==> src/sv/hid_single_key_report_fsm_unit_assert.svh <==
// Assertion macros for the single-key HID report unit.
// Used by the top level; relies on clk_i and rst_ni in the including scope.
`ifndef HID_SINGLE_KEY_REPORT_FSM_UNIT_ASSERT_SVH
`define HID_SINGLE_KEY_REPORT_FSM_UNIT_ASSERT_SVH

// same-cycle implication
`define HSK_ASSERT_NOW(lbl, ante, cons, msg) \
  lbl: assert property (@(posedge clk_i) disable iff (!rst_ni) (ante) |-> (cons)) \
    else $error(msg);

// next-cycle implication
`define HSK_ASSERT_NXT(lbl, ante, cons, msg) \
  lbl: assert property (@(posedge clk_i) disable iff (!rst_ni) (ante) |=> (cons)) \
    else $error(msg);

`endif

==> src/sv/hsk_pkg.sv <==
// Package of the single-key HID report unit: word types, command codes,
// report layout and the key lookup table. No dependencies.
`default_nettype none

package hsk_pkg;

  localparam int unsigned NumKeys   = 16;
  localparam int unsigned TableSize = 16;
  localparam int unsigned ReportLen = 8;
  localparam int unsigned IdxW      = $clog2(ReportLen);
  localparam int unsigned ModIdx    = 0;
  localparam int unsigned UsageIdx  = 2;
  localparam int unsigned LookupLen = (NumKeys < TableSize) ? NumKeys : TableSize;

  typedef enum logic [2:0] {
    CMD_KEY_DOWN  = 3'd0,
    CMD_KEY_UP    = 3'd1,
    CMD_POLL      = 3'd2,
    CMD_READ      = 3'd3,
    CMD_XFER_DONE = 3'd4
  } cmd_e;

  typedef struct packed {
    logic [2:0] cmd;
    logic [7:0] key_char;
    logic       endpoint_busy;
  } in_word_t;

  typedef struct packed {
    logic [7:0] report_byte;
    logic       request_transfer;
    logic       last_of_run;
  } out_word_t;

  // run handed from the control stage to the emitter
  typedef struct packed {
    logic       valid;
    logic       is_read;
    logic       req;
    logic [7:0] modifier;
    logic [7:0] usage;
  } run_t;

  typedef struct packed {
    logic [7:0] modifier;
    logic [7:0] usage;
  } key_code_t;

  localparam logic [7:0] CharTab [TableSize] = '{
    8'h1B, 8'h30, 8'h0D, 8'h2B,
    8'h31, 8'h32, 8'h33, 8'h2D,
    8'h34, 8'h35, 8'h36, 8'h2A,
    8'h37, 8'h38, 8'h39, 8'h25
  };

  localparam logic [7:0] ModRShift = 8'h20;

  localparam logic [7:0] ModTab [TableSize] = '{
    8'h00, 8'h00, 8'h00, ModRShift,
    8'h00, 8'h00, 8'h00, 8'h00,
    8'h00, 8'h00, 8'h00, ModRShift,
    8'h00, 8'h00, 8'h00, 8'h00
  };

  localparam logic [7:0] UsageTab [TableSize] = '{
    8'h29, 8'h27, 8'h28, 8'h57,
    8'h1E, 8'h1F, 8'h20, 8'h56,
    8'h21, 8'h22, 8'h23, 8'h55,
    8'h24, 8'h25, 8'h26, 8'h54
  };

  // first match wins; unknown keys give zero codes
  function automatic key_code_t key_lookup(logic [7:0] c);
    key_code_t res;
    res = '0;
    for (int i = int'(LookupLen) - 1; i >= 0; i--) begin
      if (CharTab[i] == c) begin
        res.modifier = ModTab[i];
        res.usage    = UsageTab[i];
      end
    end
    return res;
  endfunction

endpackage

`default_nettype wire

==> src/sv/hid_single_key_report_fsm_unit.sv <==
// Top level of the single-key HID keyboard report unit.
// Depends on hsk_pkg, hsk_ctrl, hsk_emit and the assertion macro header.
//
//   channel | direction | handshake              | word
//   --------+-----------+------------------------+---------------------
//   in      | input     | in_valid_i / in_stall_o | hsk_pkg::in_word_t
//   out     | output    | out_valid_o / out_stall_i | hsk_pkg::out_word_t
//
// Key down, key up and transfer done give no output word; poll gives one word;
// read report gives eight words, one per cycle while out_stall_i is low, counted by
// the emitter's byte counter. The first word passes the input register, then the emitter's valid register.
// Reset clears the key flags and both valid registers; no clearing pass.
// Output stall backs up into in_stall_o only once the input register is full.
`default_nettype none

module hid_single_key_report_fsm_unit (
  input  wire logic               clk_i,
  input  wire logic               rst_ni,
  input  wire logic               in_valid_i,
  output logic                    in_stall_o,
  input  wire hsk_pkg::in_word_t  in_word_i,
  output logic                    out_valid_o,
  input  wire logic               out_stall_i,
  output hsk_pkg::out_word_t      out_word_o
);
  import hsk_pkg::*;

`include "hid_single_key_report_fsm_unit_assert.svh"

  run_t run;
  logic emit_free;

  hsk_ctrl u_ctrl (
    .clk_i       (clk_i),
    .rst_ni      (rst_ni),
    .in_valid_i  (in_valid_i),
    .in_stall_o  (in_stall_o),
    .in_word_i   (in_word_i),
    .emit_free_i (emit_free),
    .run_o       (run)
  );

  hsk_emit u_emit (
    .clk_i       (clk_i),
    .rst_ni      (rst_ni),
    .run_i       (run),
    .emit_free_o (emit_free),
    .out_valid_o (out_valid_o),
    .out_stall_i (out_stall_i),
    .out_word_o  (out_word_o)
  );

  `HSK_ASSERT_NOW(a_load_when_free, run.valid, emit_free, "run loaded into busy emitter")
  `HSK_ASSERT_NOW(a_poll_word, out_valid_o && out_word_o.request_transfer,
    out_word_o.last_of_run && out_word_o.report_byte == 8'h00, "bad poll word")
  `HSK_ASSERT_NXT(a_run_continues, out_valid_o && !out_stall_i && !out_word_o.last_of_run,
    out_valid_o, "report run broken")
  `HSK_ASSERT_NXT(a_run_ends, out_valid_o && !out_stall_i && out_word_o.last_of_run
    && !run.valid, !out_valid_o, "word repeated after last")

endmodule

`default_nettype wire

==> src/sv/hsk_ctrl.sv <==
// Control stage: input register, key state flags and command decode.
// Depends on hsk_pkg; hands one run per poll or read word to hsk_emit.
`default_nettype none

module hsk_ctrl (
  input  wire logic            clk_i,
  input  wire logic            rst_ni,
  input  wire logic            in_valid_i,
  output logic                 in_stall_o,
  input  wire hsk_pkg::in_word_t in_word_i,
  input  wire logic            emit_free_i,
  output hsk_pkg::run_t        run_o
);
  import hsk_pkg::*;

  logic      in_valid_q, in_valid_d;
  in_word_t  in_q;
  logic [7:0] held_key_q, held_key_d;
  logic      down_q, down_d;
  logic      up_q, up_d;
  logic      busy_q, busy_d;
  logic      advance, accept;
  key_code_t code;

  assign advance    = in_valid_q & emit_free_i;
  assign in_stall_o = in_valid_q & ~advance;
  assign accept     = in_valid_i & ~in_stall_o;
  assign code       = key_lookup(held_key_q);

  always_comb begin
    in_valid_d = accept ? 1'b1 : (advance ? 1'b0 : in_valid_q);
    held_key_d = held_key_q;
    down_d     = down_q;
    up_d       = up_q;
    busy_d     = busy_q;
    run_o      = '0;
    if (advance) begin
      case (in_q.cmd)
        CMD_KEY_DOWN: begin
          if (!in_q.endpoint_busy && !busy_q) begin
            held_key_d = in_q.key_char;
            busy_d     = 1'b1;
            down_d     = 1'b1;
            up_d       = 1'b0;
          end
        end
        CMD_KEY_UP: begin
          if (busy_q && held_key_q == in_q.key_char) begin
            up_d = 1'b1;
          end
        end
        CMD_POLL: begin
          run_o.valid = 1'b1;
          run_o.req   = down_q | up_q;
        end
        CMD_READ: begin
          run_o.valid    = 1'b1;
          run_o.is_read  = 1'b1;
          run_o.modifier = down_q ? code.modifier : 8'h00;
          run_o.usage    = down_q ? code.usage : 8'h00;
        end
        CMD_XFER_DONE: begin
          if (down_q) begin
            down_d = 1'b0;
          end else if (up_q) begin
            up_d   = 1'b0;
            busy_d = 1'b0;
          end
        end
        default: begin
        end
      endcase
    end
  end

  always_ff @(posedge clk_i or negedge rst_ni) begin
    if (!rst_ni) begin
      in_valid_q <= 1'b0;
      held_key_q <= '0;
      down_q     <= 1'b0;
      up_q       <= 1'b0;
      busy_q     <= 1'b0;
    end else begin
      in_valid_q <= in_valid_d;
      held_key_q <= held_key_d;
      down_q     <= down_d;
      up_q       <= up_d;
      busy_q     <= busy_d;
    end
  end

  always_ff @(posedge clk_i) begin
    if (accept) begin
      in_q <= in_word_i;
    end
  end

endmodule

`default_nettype wire

==> src/sv/hsk_emit.sv <==
// Emitter: holds one run and streams its words through the output register.
// Depends on hsk_pkg; fed by hsk_ctrl.
`default_nettype none

module hsk_emit (
  input  wire logic          clk_i,
  input  wire logic          rst_ni,
  input  wire hsk_pkg::run_t run_i,
  output logic               emit_free_o,
  output logic               out_valid_o,
  input  wire logic          out_stall_i,
  output hsk_pkg::out_word_t out_word_o
);
  import hsk_pkg::*;

  logic            valid_q, valid_d;
  logic [IdxW-1:0] idx_q, idx_d;
  logic            is_read_q;
  logic            req_q;
  logic [7:0]      mod_q;
  logic [7:0]      usage_q;
  logic            take, last;

  assign last        = ~is_read_q | (idx_q == IdxW'(ReportLen - 1));
  assign take        = valid_q & ~out_stall_i;
  assign emit_free_o = ~valid_q | (take & last);

  always_comb begin
    valid_d = valid_q;
    idx_d   = idx_q;
    if (run_i.valid) begin
      valid_d = 1'b1;
      idx_d   = '0;
    end else if (take) begin
      if (last) begin
        valid_d = 1'b0;
      end else begin
        idx_d = idx_q + IdxW'(1);
      end
    end
  end

  always_comb begin
    out_word_o = '0;
    out_word_o.request_transfer = ~is_read_q & req_q;
    out_word_o.last_of_run      = last;
    if (is_read_q) begin
      if (idx_q == IdxW'(ModIdx)) begin
        out_word_o.report_byte = mod_q;
      end else if (idx_q == IdxW'(UsageIdx)) begin
        out_word_o.report_byte = usage_q;
      end
    end
  end

  assign out_valid_o = valid_q;

  always_ff @(posedge clk_i or negedge rst_ni) begin
    if (!rst_ni) begin
      valid_q <= 1'b0;
      idx_q   <= '0;
    end else begin
      valid_q <= valid_d;
      idx_q   <= idx_d;
    end
  end

  always_ff @(posedge clk_i) begin
    if (run_i.valid) begin
      is_read_q <= run_i.is_read;
      req_q     <= run_i.req;
      mod_q     <= run_i.modifier;
      usage_q   <= run_i.usage;
    end
  end

endmodule

`default_nettype wire

==> config.mk <==
export PLATFORM = sky130hd
export DESIGN_NAME = hid_single_key_report_fsm_unit
export DESIGN_NICKNAME = d
export VERILOG_FILES = /design/src/sv/hsk_pkg.sv /design/src/sv/hid_single_key_report_fsm_unit.sv /design/src/sv/hsk_ctrl.sv /design/src/sv/hsk_emit.sv
export VERILOG_INCLUDE_DIRS = /design/src /design/src/sv
export SDC_FILE = /design/constraint.sdc
export NUM_CORES = 1
export LEC_CHECK = 0
export ABC_AREA = 1
export BUFFER_PORTS_ARGS = -buffer_cell sky130_fd_sc_hd__buf_4
export CORE_UTILIZATION = 40
export DETAILED_ROUTE_END_ITERATION = 8
export GPL_TIMING_DRIVEN = 0
export PLACE_DENSITY = 0.57
export SYNTH_ARGS = -nofsm -noshare
export SYNTH_HDL_FRONTEND = slang
export SYNTH_SLANG_ARGS = --single-unit
==> constraint.sdc <==
create_clock -name clk_i -period 3.2 [get_ports clk_i]
set_input_delay 0.64 -clock clk_i [delete_from_list [all_inputs] [get_ports clk_i]]
set_output_delay 0.64 -clock clk_i [all_outputs]
set_load 0.01 [all_outputs]
=== Word level (Yosys, flattened, before mapping) ===
Index checks and enable logic that the tools add are counted.
W data, S select, Z words.

* Logic and storage cells: 129
* Output and inout bits: 12
* Flip-flop bits (word level): 46
* Input bits: 16

* Eq/ne operators: 28
* Bitwise operators: 16
* $add $sub $neg: 1
* Reduce and logical (&&, ||, !) cells: 23
* Multiplexer cells: 43

{| class="wikitable"
|+ Operators by type and width
! cell !! count
|-
| $mux W16 || 16
|-
| $eq A6 B8 Y1 const A || 14
|-
| $mux W8 || 5
|-
| $mux W19 || 1
|-
| $reduce_or A18 Y1 || 1
|-
| $mux W1 || 14
|-
| $reduce_and A5 Y1 || 2
|-
| $eq A3 B2 Y1 const B || 3
|-
| $mux W3 || 3
|-
| $reduce_and A3 Y1 || 3
|-
| $eq A4 B8 Y1 const A || 1
|-
| $eq A5 B8 Y1 const A || 1
|-
| $eq A8 B8 Y1 || 1
|-
| $reduce_bool A2 Y1 || 4
|-
| $mux W7 || 1
|-
| $not A1 Y1 || 7
|-
| $and A1 B1 Y1 || 6
|-
| $eq A3 B3 Y1 const B || 2
|-
| $logic_not A3 Y1 || 2
|-
| $ne A2 B1 Y1 const B || 3
|-
| $reduce_and A2 Y1 || 3
|-
| $reduce_or A6 Y1 || 1
|-
| $ne A2 B2 Y1 const B || 2
|-
| $pmux W1 S2 || 2
|-
| 9 further kinds || 13
|}

=== Depth between registers and ports, before layout ===
Gate-level depths: netlist (run 1).

* Depth after elaboration: 22
* Gate-level depth with buffers: 11
* Mapped depth without buffers: 11

=== Hierarchy ===
A second synthesis (run 1) with hierarchy kept.

* Cells, all modules: 303
* Area total of the unflattened synthesis: 2508.7 um^2

{| class="wikitable"
|+ By module, submodules not included
! module !! cells each !! instances !! area an instance (um^2)
|-
| hsk_ctrl || 199 || 1 || 1482.7
|-
| hsk_emit || 104 || 1 || 1026.0
|}

=== Least setup slack after synthesis (run 1) ===
Ideal clock, no wire load.

* Kind: reg-to-reg
* Start point: register u_emit.idx_q[1]
* End point: register u_ctrl.in_q[0] in the netlist's numbering, enable pin
* Buffers on the path: 0
* Slack: 1.305 ns
* Arrival: 1.515 ns
* Cell stages (with the launch flop): 7
* Cells stage by stage: dfrtp_1 ha_1 ha_1 nor2_2 o21ai_4 nor2_1 nor2_1

* Cells in the longest elaborated chain, start to end: 9

{| class="wikitable"
|+ RTL lines
! element !! line !! RTL
|-
| start: declaration || hsk_emit.sv:17 || <nowiki>logic [IdxW-1:0] idx_q, idx_d;</nowiki>
|-
| start signal: assignment || hsk_emit.sv:64 || <nowiki>idx_q <= idx_d;</nowiki>
|-
| $eq A3 B3 Y1 || hsk_emit.sv:24 || <nowiki>assign last = ~is_read_q | (idx_q == IdxW'(ReportLen - 1));</nowiki>
|-
| $or A1 B1 Y1 || hsk_emit.sv:24 ||
|-
| $and A1 B1 Y1 || hsk_emit.sv:26 || <nowiki>assign emit_free_o = ~valid_q | (take & last);</nowiki>
|-
| $or A1 B1 Y1 || hsk_emit.sv:26 ||
|-
| $and A1 B1 Y1 || hsk_ctrl.sv:25 || <nowiki>assign advance = in_valid_q & emit_free_i;</nowiki>
|-
| $not A1 Y1 (no line) || n/a ||
|-
| $and A1 B1 Y1 || hsk_ctrl.sv:26 || <nowiki>assign in_stall_o = in_valid_q & ~advance;</nowiki>
|-
| net in_stall_o || hid_single_key_report_fsm_unit.sv:20 || <nowiki>output logic in_stall_o,</nowiki>
|-
| $not A1 Y1 || hsk_ctrl.sv:27 || <nowiki>assign accept = in_valid_i & ~in_stall_o;</nowiki>
|-
| $and A1 B1 Y1 || hsk_ctrl.sv:27 ||
|-
| net u_ctrl.accept || hsk_ctrl.sv:22 || <nowiki>logic advance, accept;</nowiki>
|-
| end signal: assignment || hsk_ctrl.sv:94 || <nowiki>in_q <= in_word_i;</nowiki>
|-
| end: declaration || hsk_ctrl.sv:17 || <nowiki>in_word_t in_q;</nowiki>
|}

The timed path passes the listed nets, and every way through them passes these cells.
A chain may end at the register's enable or synchronous reset.

=== Worst setup path after layout (run 1) ===
* Start point: register u_emit.idx_q[1]
* End point: output in_stall_o

* Cells in the longest elaborated chain, start to end: 7

{| class="wikitable"
|+ RTL lines
! element !! line
|-
| $eq A3 B3 Y1 || hsk_emit.sv:24
|-
| $or A1 B1 Y1 || hsk_emit.sv:24
|-
| $and A1 B1 Y1 || hsk_emit.sv:26
|-
| $or A1 B1 Y1 || hsk_emit.sv:26
|-
| $and A1 B1 Y1 || hsk_ctrl.sv:25
|-
| $not A1 Y1 (no line) || n/a
|-
| $and A1 B1 Y1 || hsk_ctrl.sv:26
|-
| end: declaration || hid_single_key_report_fsm_unit.sv:20
|}

No other way between the ends.

==> key figures, run 1 <==
Flow run
  – MaxCap Viol Count: 0

CTS
  – Post_cts resized: 0
  – Post-CTS setup buffer count: 0
  – CTS tree: done
  – Clk Latency, worst-skew pair: 0.29 ns
  – CTS Buf Count: 5
  – Clk sink count: 38
  – Quantity of hold-fixing buffers added after cts: 0
  – CTS clk-pin slew, worst paths: 0.08 ns
  – H-tree depth: 2
  – Deepest clock path buffer count: 2
  – Root buf cell: clkbuf_8

Global routing
  – Pin count of the biggest net entering global routing: 17
  – Total gr overflow: 0
  – Gr usage total: 0.153
  – First-pass GRT wire length: 6440 um
  – Number of global-route vias before repair: 1514
  – Antenna violations before repair: 0

Routing
  – First-pass iteration count of the detailed router: 4
  – Routed WL per cell: 10.4 um
  – DRT Wirelength: 3790 um
  – DRC errors left: 0
  – Top Layer Used: met4
  – Wl on met1: 1860 um
  – Met3 routed WL: 114 um
  – Initial detailed-routing violation count: 68
  – Vias/cell: 4.54
  – Post-route ant nets: 0
  – Metal2 WL: 1750 um
  – Vias after detailed routing: 1651

Timing
  – Max-slew violations: 0
  – Min Tclk post-route: 2.32 ns
  – Final Hold Viols: 0
  – Worst slew pin tran: 1.02 ns
  – Max Freq: 0.431 GHz
  – Clk_skew: 0.00367 ns
  – Final setup violation count: 0
  – Unrepaired setup endpoints after global routing: false
  – Final setup TNS: 0 ns
  – Final period utilization: 0.725
  – Worst slew margin: 0.317

Worst setup path
  – Crit path kind: flop to primary output
  – WP data required: 2.56 ns
  – Crit end category: primary output
  – CP Max Fanout: 4
  – CP arrival: 1.68 ns
  – Most used cell, CP: ha_1
  – CP Cell Sequence: ha_1 > ha_1 > nor2_2 > o21ai_4 > nor2_1 > buf_4
  – Family with the most delay on the worst path: flip-flops
  – Crit-path slowest cell: dfrtp_1
  – CP Launch Type: flop
  – WP depth: 6
  – Crit path buf inv count: 1
  – Worst reg2reg path depth: 6
  – Slowest cell delay on critical path: 0.41 ns

Min path
  – Min-delay worst type: input port to async pin

Floorplan
  – Die footprint: 0.00557 mm^2
  – # IOs: 28
  – Initial Utilization: 0.414
  – Row count: 26
  – Die height: 74.7 um
  – Core Area: 0.00511 mm^2
  – Die Wd: 74.7 um

Cells and area
  – Share of cells above drive strength 1: 0.184
  – Final #Nets: 313
  – # fillers: 517
  – ANT cells: 0
  – Commonest non-fill, non-tap cell in the layout: nand2_1
  – P&R area growth vs syn: 17.9%
  – Most frequent cells in the layout: nand2_1 (63), inv_1 (43), nor2_1 (39)
  – Fin cells: 364

Power
  – P_int: 0.000956 W
  – Leakage: 1.19 nW
  – Reg power frac: 0.458
  – Combinational power share: 0.311
  – Switching Share: 0.365
  – Peak supply drop: 294 uV
  – Sw Pwr: 0.000551 W
  – Power per cell area: 605 mW/mm^2
  – Clock Power Share: 0.232

Yosys
  – Yosys cell types: 28
  – Seq/Total Area, Yosys: 0.502
  – Synthesized area: 0.00211 mm^2
  – Syn Inst Count: 260
  – Synthesized net count: 280
  – Mean post-synth cell area: 8.12 um^2
  – #FFs+latches synth: 38
  – Syn. warnings: 0

Place
  – Inst Count DP: 356
  – GPL Wtd Cong: 0.850
  – DP HPWL: 2910 um
  – Buffers on Ports: 26

Run status
  – Status: completed
-- synthesized netlist by cell type --
cell type	n	area [um^2]
a21oi_1	2	10.0
a21oi_2	1	8.76
buf_2	1	5.00
buf_4	2	15.0
buf_6	1	11.3
conb_1	1	3.75
dfrtp_1	16	400
edfxtp_1	22	661
ha_1	4	50.1
inv_1	43	161
inv_2	1	3.75
nand2_1	63	236
nand2_2	2	12.5
nand2_4	1	11.3
nand3_1	24	120
nand4_1	2	12.5
nor2_1	39	146
nor2_2	4	25.0
nor2_4	2	22.5
nor3_1	7	35.0
nor3_4	1	16.3
o211ai_1	2	15.0
o21ai_0	10	50.1
o21ai_1	2	10.0
o21ai_2	3	26.3
o21ai_4	1	16.3
xnor2_1	2	17.5
xor2_1	1	8.76
-- power by group through the flow --
stage | Clock (W) | Combinational, W | Sequential [W]
CTS | 0.000361 | 0.000475 | 0.000690
global placement | 0 | 0.000468 | 0.000700
floorplan | 0 | 0.000360 | 0.000686
finish | 0.000349 | 0.000468 | 0.000690
global route | 0.000378 | 0.000543 | 0.000703
detailed placement | 0 | 0.000473 | 0.000701
-- per-stage QoR --
stage          utilization  setup WS [ns]  hold WS (ns)  area, um^2  total power, W
2_1_floorplan            -           1.30         0.344        2110         0.00105
3_3_place_gp         0.469          0.976         0.482        2390         0.00117
3_5_place_dp         0.469          0.926         0.495        2390         0.00117
4_1_cts              0.488          0.869         0.197        2490         0.00153
5_1_grt              0.488          0.741         0.194        2490         0.00162
6_report             0.488          0.881         0.193        2490         0.00151
-- layer usage --
layer | vias up | GRT usage
met5 | - | 0
met4 | 0 | 0.0650
met3 | 8 | 0.0402
met2 | 26 | 0.254
met1 | 732 | 0.189
li1 | 885 | -
-- path summary, 6_finish.rpt --
path / startpoint / to / slack [ns]
worst max-delay path: u_emit.idx_q[1] / in_stall_o / 0.88
min in group clk_i: u_ctrl.up_q / u_ctrl.up_q / 0.51
worst max register to register: u_emit.idx_q[1] / u_ctrl.in_q[2] / 1.02
worst min register to register: u_ctrl.up_q / u_ctrl.up_q / 0.51
worst min-delay path: rst_ni / u_emit.idx_q[0] / 0.19
max in group asynchronous: rst_ni / u_ctrl.held_key_q[2] / 2.81
-- registers in the layout, indices dropped and copies added, names as in the netlist --
| name | count |
|---|---|
| u_emit.is_read_q | 1 |
| u_ctrl.down_q | 1 |
| u_ctrl.in_valid_q | 1 |
| u_ctrl.in_q | 12 |
| u_ctrl.held_key_q | 8 |
| u_emit.req_q | 1 |
| u_ctrl.up_q | 1 |
| u_emit.idx_q | 3 |
| u_emit.mod_q | 1 |
| u_emit.usage_q | 7 |
| u_ctrl.busy_q | 1 |
| u_emit.out_valid_o | 1 |
-- worst register-to-register path: cells and delay by family (launching register included) --
kind	cells	cell delay (ns)
AND/OR/NAND/NOR	3	0.92
flip-flops	1	0.38
AO/OA/AOI/OAI	1	0.19
adder cells (fa/ha/maj)	2	0.31
-- cell type report --
| class | instances | area, um^2 | share of cell area |
|---|---|---|---|
| clock inverters | 2 | 12.5 | 0.00503 |
| inverters | 44 | 165 | 0.0663 |
| plain buffers | 4 | 31.3 | 0.0126 |
| multi-input cells | 174 | 855 | 0.343 |
| well taps | 70 | 87.6 | 0.0352 |
| repair buffers | 26 | 195 | 0.0784 |
| flip-flops and latches | 38 | 1060 | 0.426 |
| clock buffers | 6 | 82.6 | 0.0332 |
-- cell families after synthesis --
group                    count (synthesis)  synth area share
AO/OA/AOI/OAI                           21            0.0646
XOR/XNOR                                 3            0.0124
adder cells (fa/ha/maj)                  4            0.0237
buffers and inverters                   48            0.0930
flip-flops                              38             0.502
other                                    1           0.00178
AND/OR/NAND/NOR                        145             0.302
Power figures use the tool's default switching activity.
==> inputs of run 2 (changes only) <==
Clock period 3.2 ns to 2.2 ns, I/O delays scaled along.
==> key figures, run 2 (synthesis results as in run 1) <==
Run status
  – Status: completed

Routing
  – Vias/cell: 4.53 (-0.21%)
  – Post-route ant nets: 0 (unchanged)
  – First-pass iteration count of the detailed router: 4 (unchanged)
  – DRC errors left: 0 (unchanged)
  – Routed WL per cell: 10.4 um (-0.27%)
  – DRT Wirelength: 3790 um (unchanged)
  – Vias after detailed routing: 1652 (+0.061%)
  – Initial detailed-routing violation count: 72 (+5.9%)

Floorplan
  – Die height: 74.7 um (unchanged)
  – Die Wd: 74.7 um (unchanged)
  – Row count: 26 (unchanged)
  – # IOs: 28 (unchanged)
  – Die footprint: 0.00557 mm^2 (unchanged)
  – Initial Utilization: 0.414 (unchanged)
  – Core Area: 0.00511 mm^2 (unchanged)

CTS
  – CTS clk-pin slew, worst paths: 0.08 ns (about the same)
  – Clk sink count: 38 (unchanged)
  – CTS Buf Count: 5 (unchanged)
  – Root buf cell: clkbuf_8
  – CTS tree: done
  – H-tree depth: 2 (unchanged)
  – Clk Latency, worst-skew pair: 0.29 ns (about the same)
  – Deepest clock path buffer count: 2 (unchanged)

Cells and area
  – # fillers: 519 (+0.39%)
  – P&R area growth vs syn: 18.8%
  – Share of cells above drive strength 1: 0.193 (+0.00955)
  – Most frequent cells in the layout: nand2_1 (63), inv_1 (43), nor2_1 (37)
  – Final #Nets: 314 (+0.32%)
  – Top reg by flops: u_ctrl.in_q
  – Top Registers: u_ctrl.in_q x12, u_ctrl.held_key_q x8, u_emit.usage_q x7
  – ANT cells: 0 (unchanged)
  – Commonest non-fill, non-tap cell in the layout: nand2_1
  – Max reg flops: 12 (unchanged)

Place
  – GPL Wtd Cong: 0.850 (unchanged)
  – Buffers on Ports: 26 (unchanged)
  – Pre-CTS WS: -0.0283 ns (-0.954 ns)
  – DP HPWL: 2910 um (unchanged)

Worst setup path
  – Crit path buf inv count: 1 (unchanged)
  – CP Cell Sequence: ha_1 > ha_1 > nor2_2 > o21ai_4 > nor2_2 > buf_4
  – Family with the most delay on the worst path: flip-flops
  – RR Startpoint: u_emit.idx_q[1]
  – Crit end category: primary output
  – Crit path kind: flop to primary output
  – WP data required: 1.76 ns (-0.80 ns)
  – Reg-to-reg slack, setup: 0.16 ns (-0.86 ns)
  – Reg-to-Reg End: u_emit.usage_q[3]
  – Worst reg2reg path depth: 8 (+2)
  – CP Max Fanout: 4 (unchanged)
  – Slowest cell delay on critical path: 0.41 ns (about the same)
  – CP Launch Type: flop
  – CP arrival: 1.67 ns (about the same)
  – Crit-path slowest cell: dfrtp_1

Global routing
  – Pin count of the biggest net entering global routing: 17 (unchanged)
  – Total gr overflow: 0 (unchanged)
  – First-pass GRT wire length: 6410 um (-0.42%)
  – Number of global-route vias before repair: 1502 (-0.79%)
  – Antenna violations before repair: 0 (unchanged)
  – Gr usage total: 0.153 (-0.000573)

Power
  – Peak supply drop: 429 uV (+46%)
  – Clock Power Share: 0.231 (about the same)
  – Combinational power share: 0.313 (+0.002)
  – P_int: 0.00139 W (+46%)
  – Sw Pwr: 0.000805 W (+46%)
  – Power per cell area: 877 mW/mm^2 (+45%)
  – Leakage: 1.19 nW (+0.41%)
  – Reg power frac: 0.456 (-0.002)
  – Switching Share: 0.366 (+0.000553)

Timing
  – Worst slew margin: 0.576 (+0.260)
  – Final setup TNS: 0 ns (unchanged)
  – Min Tclk post-route: 2.11 ns
  – Final period utilization: 0.959
  – Worst slew pin tran: 0.635 ns (-0.387 ns)
  – Max-slew violations: 0 (unchanged)
  – Clk_skew: 0.00367 ns (+0.0000000200 ns)
  – Unrepaired setup endpoints after global routing: true
  – Final setup violation count: 0 (unchanged)
  – Max Freq: 0.474 GHz
  – Hold slack: 0.317 ns (+0.124 ns)
  – Final Hold Viols: 0 (unchanged)
  – Setup ws final: 0.0900 ns (-0.791 ns)

Min path
  – Hold_sp: in_word_i[3]
  – Hold path depth: 1
  – Worst Hold End: u_ctrl.in_q[3]
  – Min-delay worst type: input port to flop

Flow run
  – MaxCap Viol Count: 0 (unchanged)
==> run 2: cell count changes in the layout (fill, tap and decap cells not counted), sizes merged <==
cell and change:
dlygate4sd3 +1
==> run 2: layer usage <==
| layer | routed length (um) | global-route usage | up-vias |
|---|---|---|---|
| li1 | - | - | 887 |
| met5 | 0 | 0 | - |
| met4 | 73 | 0.0650 | 0 |
| met2 | 1740 | 0.252 | 26 |
| met3 | 115 | 0.0402 | 8 |
| met1 | 1870 | 0.189 | 731 |
==> run 2: worst max-delay path by stage <==
stage | slack, ns | cells past startpoint | from | end
final | 0.09 | 6 | u_emit.idx_q[1] | in_stall_o
after global routing | -0.005 | 6 | u_emit.idx_q[1] | in_stall_o
after CTS | 0.03 | 6 | u_emit.idx_q[1] | in_stall_o
after detailed placement | -0.03 | 6 | u_emit.idx_q[1] | u_ctrl.in_q[5]
after global placement | 0.03 | 6 | u_emit.idx_q[1] | u_ctrl.in_q[5]
after floorplan | 0.30 | 6 | u_emit.idx_q[1] | u_ctrl.in_q[0]
==> run 2: final cells by class <==
class | instances | area (um^2) | area share
Clock buffer | 6 | 82.6 | 0.0329
Inverter | 44 | 165 | 0.0658
Timing Repair Buffer | 27 | 205 | 0.0818
Buffer | 4 | 31.3 | 0.0125
Clock inverter | 2 | 12.5 | 0.00499
Tap cell | 70 | 87.6 | 0.0349
Sequential cell | 38 | 1060 | 0.423
Multi-Input combinational cell | 174 | 863 | 0.344
==> run 2: what timing repair did <==
action                                 4_1_cts  5_1_grt
resized for setup                            1        2
setup buffers                                0        0
pin swaps                                    0        0
hold buffers                                 1        0
endpoints found under the hold margin        6        0
setup endpoints to repair                   12        7
==> run 2: through the flow <==
step | instance area, um^2 | power (W) | utilization | cells
5_1_grt | 2510 | 0.00237 | 0.491 | 365
4_1_cts | 2500 | 0.00222 | 0.490 | 365
2_1_floorplan | 2110 | 0.00152 | - | 260
6_report | 2510 | 0.00220 | 0.491 | 365
3_5_place_dp | 2390 | 0.00171 | 0.469 | 356
3_3_place_gp | 2390 | 0.00170 | 0.469 | 356
==> run 2: power by group through the flow <==
stage | combinational [W] | clock, W | sequential, W
after detailed placement | 0.000688 | 0 | 0.00102
after floorplan | 0.000523 | 0 | 0.000998
final | 0.000688 | 0.000507 | 0.00100
after global routing | 0.000797 | 0.000550 | 0.00102
after global placement | 0.000680 | 0 | 0.00102
after CTS | 0.000694 | 0.000525 | 0.00100
==> inputs of run 3 (changes only) <==
Settings changed: CAP_MARGIN set to 20, CTS_BUF_LIST set to sky130_fd_sc_hd__clkbuf_2.
==> key figures, run 3 (synthesis results as in run 1) <==
Floorplan
  – Die footprint: 0.00557 mm^2 (unchanged)
  – Initial Utilization: 0.414 (unchanged)
  – # IOs: 28 (unchanged)
  – Die Wd: 74.7 um (unchanged)
  – Core Area: 0.00511 mm^2 (unchanged)
  – Row count: 26 (unchanged)
  – Die height: 74.7 um (unchanged)

Worst setup path
  – CP Cell Sequence: ha_2 > ha_4 > nor2_4 > o21ai_4 > nor2_4 > buf_6
  – CP arrival: 1.69 ns (+0.02 ns)
  – RR Startpoint: u_emit.idx_q[0]
  – CP Launch Type: flop
  – CP Max Fanout: 4 (unchanged)
  – WP data required: 1.76 ns (about the same)
  – Crit end category: primary output
  – Most used cell, CP: nor2_4
  – Family with the most delay on the worst path: flip-flops
  – Crit-path slowest cell: dfrtp_1
  – Crit path buf inv count: 1 (unchanged)
  – Slowest cell delay on critical path: 0.42 ns (about the same)
  – Worst Setup SP: u_emit.idx_q[0]
  – Crit path kind: flop to primary output

Global routing
  – Number of global-route vias before repair: 1526 (+1.6%)
  – Gr usage total: 0.153 (+0.000286)
  – Pin count of the biggest net entering global routing: 17 (unchanged)
  – Total gr overflow: 0 (unchanged)
  – First-pass GRT wire length: 6420 um (+0.11%)
  – Antenna violations before repair: 0 (unchanged)

Min path
  – Min-delay worst type: input port to flop
  – Hold_sp: in_word_i[3]

Place
  – Inst Count DP: 356 (unchanged)
  – Pre-CTS WS: -0.0283 ns (unchanged)
  – Buffers on Ports: 26 (unchanged)
  – GPL Wtd Cong: 0.850 (unchanged)
  – DP HPWL: 2910 um (unchanged)

CTS
  – Clk Latency, worst-skew pair: 0.39 ns (+0.10 ns)
  – Root buf cell: clkbuf_2
  – CTS tree: done
  – H-tree depth: 2 (unchanged)
  – CTS Buf Count: 5 (unchanged)
  – Clk sink count: 38 (unchanged)
  – Deepest clock path buffer count: 2 (unchanged)
  – CTS clk-pin slew, worst paths: 0.20 ns (+0.12 ns)

Cells and area
  – Final #Nets: 316 (+0.64%)
  – P&R area growth vs syn: 19.7%
  – Top reg by flops: u_ctrl.in_q
  – Fin cells: 367 (+0.55%)
  – ANT cells: 0 (unchanged)
  – Share of cells above drive strength 1: 0.222 (+0.0290)
  – Max reg flops: 12 (unchanged)
  – Top Registers: u_ctrl.in_q x12, u_ctrl.held_key_q x8, u_emit.usage_q x7
  – Commonest non-fill, non-tap cell in the layout: nand2_1
  – Most frequent cells in the layout: nand2_1 (63), inv_1 (39), nor2_1 (36)
  – Final core utilization: 0.495 (+0.00367)

Power
  – Leakage: 1.17 nW (-2.1%)
  – Peak supply drop: 357 uV (-17%)
  – Power per cell area: 827 mW/mm^2 (-5.6%)

Timing
  – Max-slew violations: 0 (unchanged)
  – Setup ws final: 0.0734 ns (-0.0166 ns)
  – Unrepaired setup endpoints after global routing: true
  – Final period utilization: 0.967 (+0.00754)
  – Worst slew pin tran: 0.638 ns (+0.00295 ns)
  – Final setup TNS: 0 ns (unchanged)
  – Final setup violation count: 0 (unchanged)
  – Clk_skew: 0.0170 ns (+0.0133 ns)
  – Worst slew margin: 0.574 (-0.00197)
  – Final Hold Viols: 0 (unchanged)
  – Max Freq: 0.470 GHz (-0.78%)
  – Min Tclk post-route: 2.13 ns (+0.0166 ns)

Routing
  – Routed WL per cell: 10.4 um (+0.45%)
  – Post-route ant nets: 0 (unchanged)
  – Vias/cell: 4.54 (+0.30%)
  – DRT Wirelength: 3830 um (+1.0%)
  – First-pass iteration count of the detailed router: 4 (unchanged)
  – Vias after detailed routing: 1666 (+0.85%)
  – Initial detailed-routing violation count: 48 (-33%)
  – DRC errors left: 0 (unchanged)

Flow run
  – MaxCap Viol Count: 0 (unchanged)

Run status
  – Status: completed
==> run 3: cell types whose count changed in the layout (fill, tap and decap cells not counted), moves of 2 or more <==
| cell | delta |
|---|---|
| ha_4 | +2 |
| inv_2 | +2 |
| ha_1 | -3 |
| clkbuf_2 | +5 |
| inv_1 | -4 |
| clkbuf_8 | -6 |
| nor2_4 | +2 |
==> run 3: through the flow <==
| stage | area, um^2 | hold slack [ns] | power, W |
|---|---|---|---|
| after floorplan | 2110 | 0.144 | 0.00152 |
| after global placement | 2390 | 0.321 | 0.00170 |
| after detailed placement | 2390 | 0.318 | 0.00171 |
| after CTS | 2470 | 0.170 | 0.00205 |
| after global routing | 2530 | 0.162 | 0.00227 |
| final | 2530 | 0.206 | 0.00209 |
==> run 3: cell type report <==
type | count | area (um^2)
clock buffer | 5 | 25.0
inverter | 44 | 171
timing repair buffer | 29 | 224
multi-input combinational | 174 | 911
tap | 70 | 87.6
sequential | 38 | 1060
buffer | 4 | 31.3
fill | 509 | 2580
clock inverter | 3 | 16.3
==> run 3: repair_timing <==
| item | CTS | global route |
|---|---|---|
| endpoints found under the hold margin | 16 | 0 |
| setup endpoints to repair | 20 | 14 |
| resized for setup | 5 | 13 |
| setup buffers | 1 | 1 |
| pin swaps | 1 | 9 |
| hold buffers | 1 | 0 |
==> run 3: per-layer routing <==
layer,part of all wire,global-route usage,vias up,wire length (um)
met1,0.48,0.190,733,1830
met4,0.018,0.0650,0,70
li1,-,-,896,-
met3,0.033,0.0402,9,126
met2,0.47,0.252,28,1800
met5,0,0,-,0
==> run 3: where the power goes <==
group / switching, W / internal, W / total [W]
clock network: 0.000234 / 0.0000725 / 0.000306
registers: 0.000111 / 0.000893 / 0.00100
logic: 0.000479 / 0.000301 / 0.000780
total: 0.000825 / 0.00127 / 0.00209
==> run 3: final timing paths <==
| kind | endpoint | slack (ns) | cells after the start |
|---|---|---|---|
| worst max-delay path | in_stall_o | 0.07 | 6 |
| worst min-delay path | u_ctrl.in_q[3] | 0.21 | 1 |
| worst max register to register | u_emit.usage_q[3] | 0.17 | 8 |
| worst min register to register | u_ctrl.up_q | 0.52 | 2 |
| max in group asynchronous | u_ctrl.up_q | 1.58 | 2 |
| min in group asynchronous | u_emit.idx_q[0] | 0.41 | 2 |
==> run 3: worst reg2reg max path, stage by stage, from the launching register on <==
cell	delay (ns)
dfrtp_1	0.42
ha_2	0.20
ha_4	0.16
nor2_4	0.16
o21ai_4	0.11
nand2_4	0.13
inv_1	0.05
nand3_1	0.20
clkinvlp_4	0.31
